[config.mk]
export PLATFORM = sky130hd
export DESIGN_NAME = division_magic_multiplier
export DESIGN_NICKNAME = d
export VERILOG_FILES = /design/src/dmm_pkg.sv /design/src/division_magic_multiplier.sv
export SDC_FILE = /design/constraint.sdc
export NUM_CORES = 1
export LEC_CHECK = 0
export BUFFER_PORTS_ARGS = -buffer_cell sky130_fd_sc_hd__clkbuf_2
export CORE_MARGIN = 8
export CORE_UTILIZATION = 40
export CTS_BUF_LIST = sky130_fd_sc_hd__clkbuf_8
export CTS_CLUSTER_SIZE = 12
export DETAILED_ROUTE_END_ITERATION = 8
export HOLD_SLACK_MARGIN = 0.05
export PLACE_DENSITY = 0.54
export SLEW_MARGIN = 40
export SYNTH_ARGS = -nofsm -noshare
export SYNTH_HDL_FRONTEND = slang
export SYNTH_SLANG_ARGS = --single-unit
[constraint.sdc]
create_clock -name clock -period 5.4 [get_ports clock]
set_input_delay 0.54 -clock clock [delete_from_list [all_inputs] [get_ports clock]]
set_output_delay 0.54 -clock clock [all_outputs]
set_load 0.05 [all_outputs]
[src/dmm_pkg.sv]
// shared constants for the division magic multiplier block
package dmm_pkg;

   localparam int WORD_BITS  = 32;
   localparam int DIV_BITS   = 31;
   localparam int SHIFT_BITS = 5;
   localparam int MULT_BITS  = 33;
   localparam int QUO_BITS   = MULT_BITS + 1;
   localparam int IDX_BITS   = $clog2(2 * WORD_BITS);

endpackage

[src/division_magic_multiplier.sv]
// magic multiplier generator for signed division by an invariant divisor
// Accepts one divisor per request beat and returns post_shift, multiplier and
// log_ceil in one response beat. Work runs through a small sequencer: a bit
// count of divisor-1, then a restoring divider that gives one quotient bit
// per cycle and runs twice, for the low and the high bound, then one halving
// step per cycle while the bounds still differ after halving and the shift is
// not yet zero. The serial divider takes most of the time for an item. A zero
// divisor gives all-zero fields. req_stall is high while an item is at work; a
// finished result may wait in the response register while the next divisor is
// taken.
module division_magic_multiplier (
   input  logic                              clock,
   input  logic                              reset,
   input  logic                              req_valid,
   output logic                              req_stall,
   input  logic [dmm_pkg::DIV_BITS-1:0]      req_divisor,
   output logic                              rsp_valid,
   input  logic                              rsp_stall,
   output logic [dmm_pkg::SHIFT_BITS-1:0]    rsp_post_shift,
   output logic [dmm_pkg::MULT_BITS-1:0]     rsp_multiplier,
   output logic [dmm_pkg::SHIFT_BITS-1:0]    rsp_log_ceil
);

   typedef enum logic [2:0] {
      ST_IDLE,
      ST_LOG,
      ST_DIV,
      ST_HALVE,
      ST_DONE
   } state_type;

   state_type                          state_ff;
   logic [dmm_pkg::DIV_BITS-1:0]       div_ff;
   logic [dmm_pkg::DIV_BITS-1:0]       cnt_val_ff;
   logic [dmm_pkg::SHIFT_BITS-1:0]     lg_ff;
   logic [dmm_pkg::SHIFT_BITS-1:0]     shift_ff;
   logic [dmm_pkg::DIV_BITS-1:0]       rem_ff;
   logic [dmm_pkg::QUO_BITS-1:0]       quo_ff;
   logic [dmm_pkg::QUO_BITS-1:0]       lo_ff;
   logic [dmm_pkg::QUO_BITS-1:0]       hi_ff;
   logic [dmm_pkg::IDX_BITS-1:0]       idx_ff;
   logic                               sel_ff;
   logic                               rsp_valid_ff;
   logic [dmm_pkg::SHIFT_BITS-1:0]     rsp_post_shift_ff;
   logic [dmm_pkg::MULT_BITS-1:0]      rsp_multiplier_ff;
   logic [dmm_pkg::SHIFT_BITS-1:0]     rsp_log_ceil_ff;

   logic [dmm_pkg::IDX_BITS-1:0]       top_in;
   logic [dmm_pkg::IDX_BITS-1:0]       low_bit_in;
   logic                               bit_in;
   logic [dmm_pkg::DIV_BITS:0]         trial_in;
   logic                               qbit_in;
   logic [dmm_pkg::DIV_BITS:0]         diff_in;
   logic [dmm_pkg::DIV_BITS-1:0]       rem_in;
   logic [dmm_pkg::QUO_BITS-1:0]       quo_in;
   logic                               halve_in;
   logic                               out_free_in;

   // dividend is 2^(N+l), plus 2^(l+1) for the high bound
   assign top_in     = dmm_pkg::IDX_BITS'(dmm_pkg::WORD_BITS) + dmm_pkg::IDX_BITS'(lg_ff);
   assign low_bit_in = dmm_pkg::IDX_BITS'(lg_ff) + dmm_pkg::IDX_BITS'(1);
   assign bit_in     = (idx_ff == top_in) || (sel_ff && (idx_ff == low_bit_in));

   // shared restoring divider step
   assign trial_in = {rem_ff, bit_in};
   assign diff_in  = trial_in - {1'b0, div_ff};
   assign qbit_in  = (trial_in >= {1'b0, div_ff});
   assign rem_in   = qbit_in ? diff_in[dmm_pkg::DIV_BITS-1:0]
                             : trial_in[dmm_pkg::DIV_BITS-1:0];
   assign quo_in   = {quo_ff[dmm_pkg::QUO_BITS-2:0], qbit_in};

   assign halve_in    = ((lo_ff >> 1) < (hi_ff >> 1)) && (shift_ff != '0);
   assign out_free_in = !rsp_valid_ff || !rsp_stall;

   assign req_stall      = (state_ff != ST_IDLE);
   assign rsp_valid      = rsp_valid_ff;
   assign rsp_post_shift = rsp_post_shift_ff;
   assign rsp_multiplier = rsp_multiplier_ff;
   assign rsp_log_ceil   = rsp_log_ceil_ff;

   always_ff @(posedge clock) begin
      if (reset) begin
         state_ff     <= ST_IDLE;
         rsp_valid_ff <= 1'b0;
      end else begin
         // a new result may replace the one taken in this cycle
         if ((state_ff == ST_DONE) && out_free_in) begin
            rsp_valid_ff <= 1'b1;
         end else if (!rsp_stall) begin
            rsp_valid_ff <= 1'b0;
         end
         unique case (state_ff)
            ST_IDLE: begin
               if (req_valid) begin
                  div_ff     <= req_divisor;
                  cnt_val_ff <= req_divisor - dmm_pkg::DIV_BITS'(1);
                  lg_ff      <= '0;
                  if (req_divisor == '0) begin
                     shift_ff <= '0;
                     hi_ff    <= '0;
                     state_ff <= ST_DONE;
                  end else begin
                     state_ff <= ST_LOG;
                  end
               end
            end
            ST_LOG: begin
               // bit length of divisor-1
               if (cnt_val_ff == '0) begin
                  rem_ff   <= '0;
                  quo_ff   <= '0;
                  sel_ff   <= 1'b0;
                  idx_ff   <= top_in;
                  state_ff <= ST_DIV;
               end else begin
                  cnt_val_ff <= cnt_val_ff >> 1;
                  lg_ff      <= lg_ff + dmm_pkg::SHIFT_BITS'(1);
               end
            end
            ST_DIV: begin
               if (idx_ff == '0) begin
                  if (!sel_ff) begin
                     lo_ff  <= quo_in;
                     sel_ff <= 1'b1;
                     rem_ff <= '0;
                     quo_ff <= '0;
                     idx_ff <= top_in;
                  end else begin
                     hi_ff    <= quo_in;
                     shift_ff <= lg_ff;
                     state_ff <= ST_HALVE;
                  end
               end else begin
                  rem_ff <= rem_in;
                  quo_ff <= quo_in;
                  idx_ff <= idx_ff - dmm_pkg::IDX_BITS'(1);
               end
            end
            ST_HALVE: begin
               if (halve_in) begin
                  lo_ff    <= lo_ff >> 1;
                  hi_ff    <= hi_ff >> 1;
                  shift_ff <= shift_ff - dmm_pkg::SHIFT_BITS'(1);
               end else begin
                  state_ff <= ST_DONE;
               end
            end
            ST_DONE: begin
               if (out_free_in) begin
                  rsp_post_shift_ff <= shift_ff;
                  rsp_multiplier_ff <= hi_ff[dmm_pkg::MULT_BITS-1:0];
                  rsp_log_ceil_ff   <= lg_ff;
                  state_ff          <= ST_IDLE;
               end
            end
            default: begin
               state_ff <= ST_IDLE;
            end
         endcase
      end
   end

endmodule
==> impl_results.md <==
* Synthesis Warnings at 0
* Mux share of post-synthesis cell area at under 10%
* LEAKAGE at 5.87 nW
* Vias in the first global route at 9121
* ANT cells at 0
* Top FF cell, synth: edfxtp_1
* Crit path largest cell delay at ~510 ps
* Synth Area in Compound Gates at between 10% and 20%
* Hold Crit Start: req_divisor[24]
* Hold Fails Final Rpt at 0
* Wl on met1 at 14.4 mm
* H-tree levels at 2
* PortBufs at 79
* Area share of fa/ha/maj cells after synthesis at under 10%
* Bufs on Longest Clock Path at 3
* Post-synth top area cell: edfxtp_1
* Initial Util at 40.6%
* Met3 WL at 1.62 mm
* Die W at ~200 µm
* Pwr per Cell Area at 428 mW/mm²
* Crit path capture type: flip-flop
* # DRC at 0
* Crit-path cells: ha_1, nand2b_1, or3b_1, o21ai_0, nand4_1, o211ai_1, o21ai_0, ha_1, fa_1, nor2b_1, o211ai_2, a21boi_2, o41ai_4, o211ai_1, a41oi_2, nand2_2, buf_4, mux2i_1, nor2_1
* Type of the worst min-delay path: in2reg
* TritonCTS buffer count at 46
* Syn_area_per_cell at about 12 µm²
* Clk sinks at 257
* CTS Root Cell: clkbuf_8
* Vias/cell at 5.16
* Post-Syn Instances at between 1000 and 1500
* Die Area at roughly 0.04 mm²
* Sum Neg Setup Slack at 0 ps
* Via Count at 9050
* Max-slew headroom at about half
* Mapped Area at around 0.014 mm²
* Synth Area in XOR/XNOR at just over 4%
* Post-CTS Setup Bufs at 0
* # hold bufs at CTS at 0
* Library cells used by synthesis at 70
* HPWL reported at the end of detailed placement at about 22 mm
* Hold path depth at 1
* DR pass1 iterations at 5
* Fin crit share at between 80% and 90%
* Clock Latency Late Sink at ~570 ps
* Top cells by area, synth: edfxtp_1 (56%), ha_1 (6.3%), mux2i_1 (3.2%)
* GP Congestion at 0.839
* Initial antenna violation count at 0
* Metal2 WL at roughly 14 mm
* CTS clock-pin slew for the worst setup and hold paths at about 60 ps
* Core area at approximately 0.034 mm²
* FF+latch count, synth at roughly 260
* Reg-to-reg critical path endpoint: rem_ff[21]
* Worst hold slack at about 240 ps
* Area Growth Syn to Fin at 13.7%
* Async SR Flop Fraction at 0%
* Sequential area share after synthesis at a little under three fifths
* Die Span Y at 200 µm
* Post-synth top cells: edfxtp_1 (253), nor2_1 (106), nand2_1 (92)
* Post-route ant nets at 0
* Max cap viols at 0
* Post_cts resized at 0
* RSZ-0062 raised after global routing: no
* Starting DRT DRC Count at between 400 and 500
* Maximum vdd drop at 0.000170 V
* Remaining Overflow, GRT at 0
* Max Freq at between 200 and 250 MHz
* Setup Skew at 26.8 ps
* Worst flop-to-flop path startpoint: lg_ff[0]
* Delay-heaviest family, CP: simple AND/OR/NAND/NOR gates
* Worst hold endpoint: div_ff[24]
* Worst-path fanout max at 21
* Share of cells above drive strength 1 at between 10% and 20%
* CP Launch Type: flip-flop
* Actual slew at the worst max-slew pin at approximately 730 ps
* Net count, final at around 1400
* CTS tree: done
* Largest net degree at the start of global routing at 55
* Main combinational cell family by area after synthesis: simple AND/OR/NAND/NOR gates
* Mapped Nets at around 1300
* WL final at 31.1 mm
* Setup violators final at 0
* Cell Rows at 67
* R2R depth at 19
* Drt wl/cell at 17.7 µm
* FF-to-FF setup slack at roughly 700 ps
* Gr usage total at between 15 and 20%
* Global-route wire length before repair at 49.7 mm
* CP required at roughly 5700 ps
* Yosys top cell area share at between 50% and 60%
* Fin crit period at 4700 ps
* WP buf/inv at 1
* Simple logic cell fraction of the synthesized area at 13.0%
* Crit path kind: reg2reg
* Final Instance Area at about 0.015 mm²
* Area after DPL at between 0.01 and 0.015 mm²
* Post-synth EDFFs at 253
* Top Layer Used: met4
* Crit-path slowest cell: edfxtp_1
* Final Slew Violations at 0
* Critical path arrival at 4990 ps
* Outcome: complete, no violations
* Num ports at 80
* Most common cell in the synthesized netlist: edfxtp_1
## cell families (layout without fill, tap and decap cells)
kind of cell,Yosys count,count (layout)
xor gates and xnor gates,64,64
and+or+nand+nor,363,363
adders and majority gates,70,70
AOI/OAI and AO/OA,211,211
muxes,76,76
DFF,257,257
buffers and inverters,131,266
## worst reg2reg max path, cell delays in order (launching register included)
cell and delay [ps]:
edfxtp_1 510, ha_1 290, nand2b_1 100, or3b_1 370, o21ai_0 80, nand4_1 130
o211ai_1 160, o21ai_0 140, ha_1 240, fa_1 400, nor2b_1 200, o211ai_2 110
a21boi_2 220, o41ai_4 120, o211ai_1 220, a41oi_2 160, nand2_2 440, buf_4 290
mux2i_1 200, nor2_1 70
## area by class of cell
cell class              count  area [µm²]
clock buffers              46         633
clock inverters            39         189
fillers                  3102       18100
inverters                  81         304
multi-input cells         784        5490
flip-flops and latches    257        7680
well taps                 448         561
repair buffers            100         621
## placed cells by master, fill, tap and decap left out, types with 4 or more instances in the layout
cell,Yosys,final
a211o_1,4,4
a211oi_1,11,11
a211oi_2,4,4
a21o_1,21,21
a21oi_1,58,55
a31oi_1,7,7
and2_1,37,37
and3_1,6,6
and4_1,4,4
buf_4,0,15
clkbuf_2,1,79
clkbuf_8,0,46
clkinv_1,1,11
edfxtp_1,253,253
ha_1,69,69
inv_1,80,103
mux2_2,33,33
mux2i_1,43,43
nand2_1,92,92
nand2b_1,12,11
nand3_1,30,30
nand4_1,14,14
nor2_1,106,103
nor2b_1,8,8
nor3_1,20,17
nor3_2,2,4
nor4_1,11,11
o211ai_1,8,8
o21a_1,5,5
o21ai_0,51,50
o21ai_1,5,6
o22ai_1,8,8
or3_1,7,7
xnor2_1,42,42
xor2_1,22,22
## worst max-delay path by stage
stage                            from         end  slack, ps  cells past startpoint
after floorplan           state_ff[0]   idx_ff[0]        200                      6
after global placement       lg_ff[0]  rem_ff[15]        820                     20
after detailed placement     lg_ff[0]  rem_ff[21]        700                     20
after CTS                    lg_ff[0]  rem_ff[21]        700                     20
after global routing         lg_ff[0]  rem_ff[21]        330                     19
final                        lg_ff[0]  rem_ff[21]        700                     19
## report_power, final
part           internal [mW]  total, mW  switching [mW]
registers               2.67       2.87           0.203
clock network          0.845       1.66           0.816
logic                  0.800       2.08            1.28
total                   4.32       6.62            2.30
## metrics by stage
step / setup slack [ps] / utilization (%) / instances / power [mW]
after floorplan: 197 / - / 1172 / 4.41
after detailed placement: 700 / 43.6 / 1668 / 4.99
final: 700 / 46.1 / 1755 / 6.62
after global placement: 819 / 43.4 / 1665 / 4.96
after global routing: 329 / 46.1 / 1755 / 7.04
after CTS: 698 / 46.0 / 1753 / 6.68
## state kept, by name, summed over array words and instances (netlist names)
register and count:
div_ff 31, rsp_post_shift 5, hi_ff 34, sel_ff 1, idx_ff 6, rsp_log_ceil 5
lo_ff 33, rem_ff 31, rsp_multiplier 33, rsp_valid 1, shift_ff 5, state_ff 3
quo_ff 33, lg_ff 5, cnt_val_ff 31
## routing by layer
layer	track usage [%]	up-vias
li1	-	4475
met1	20.1	4315
met2	24.4	209
met3	3.20	51
met4	4.26	0
met5	0	-
Note: power is estimated with default switching activity, not from simulation.
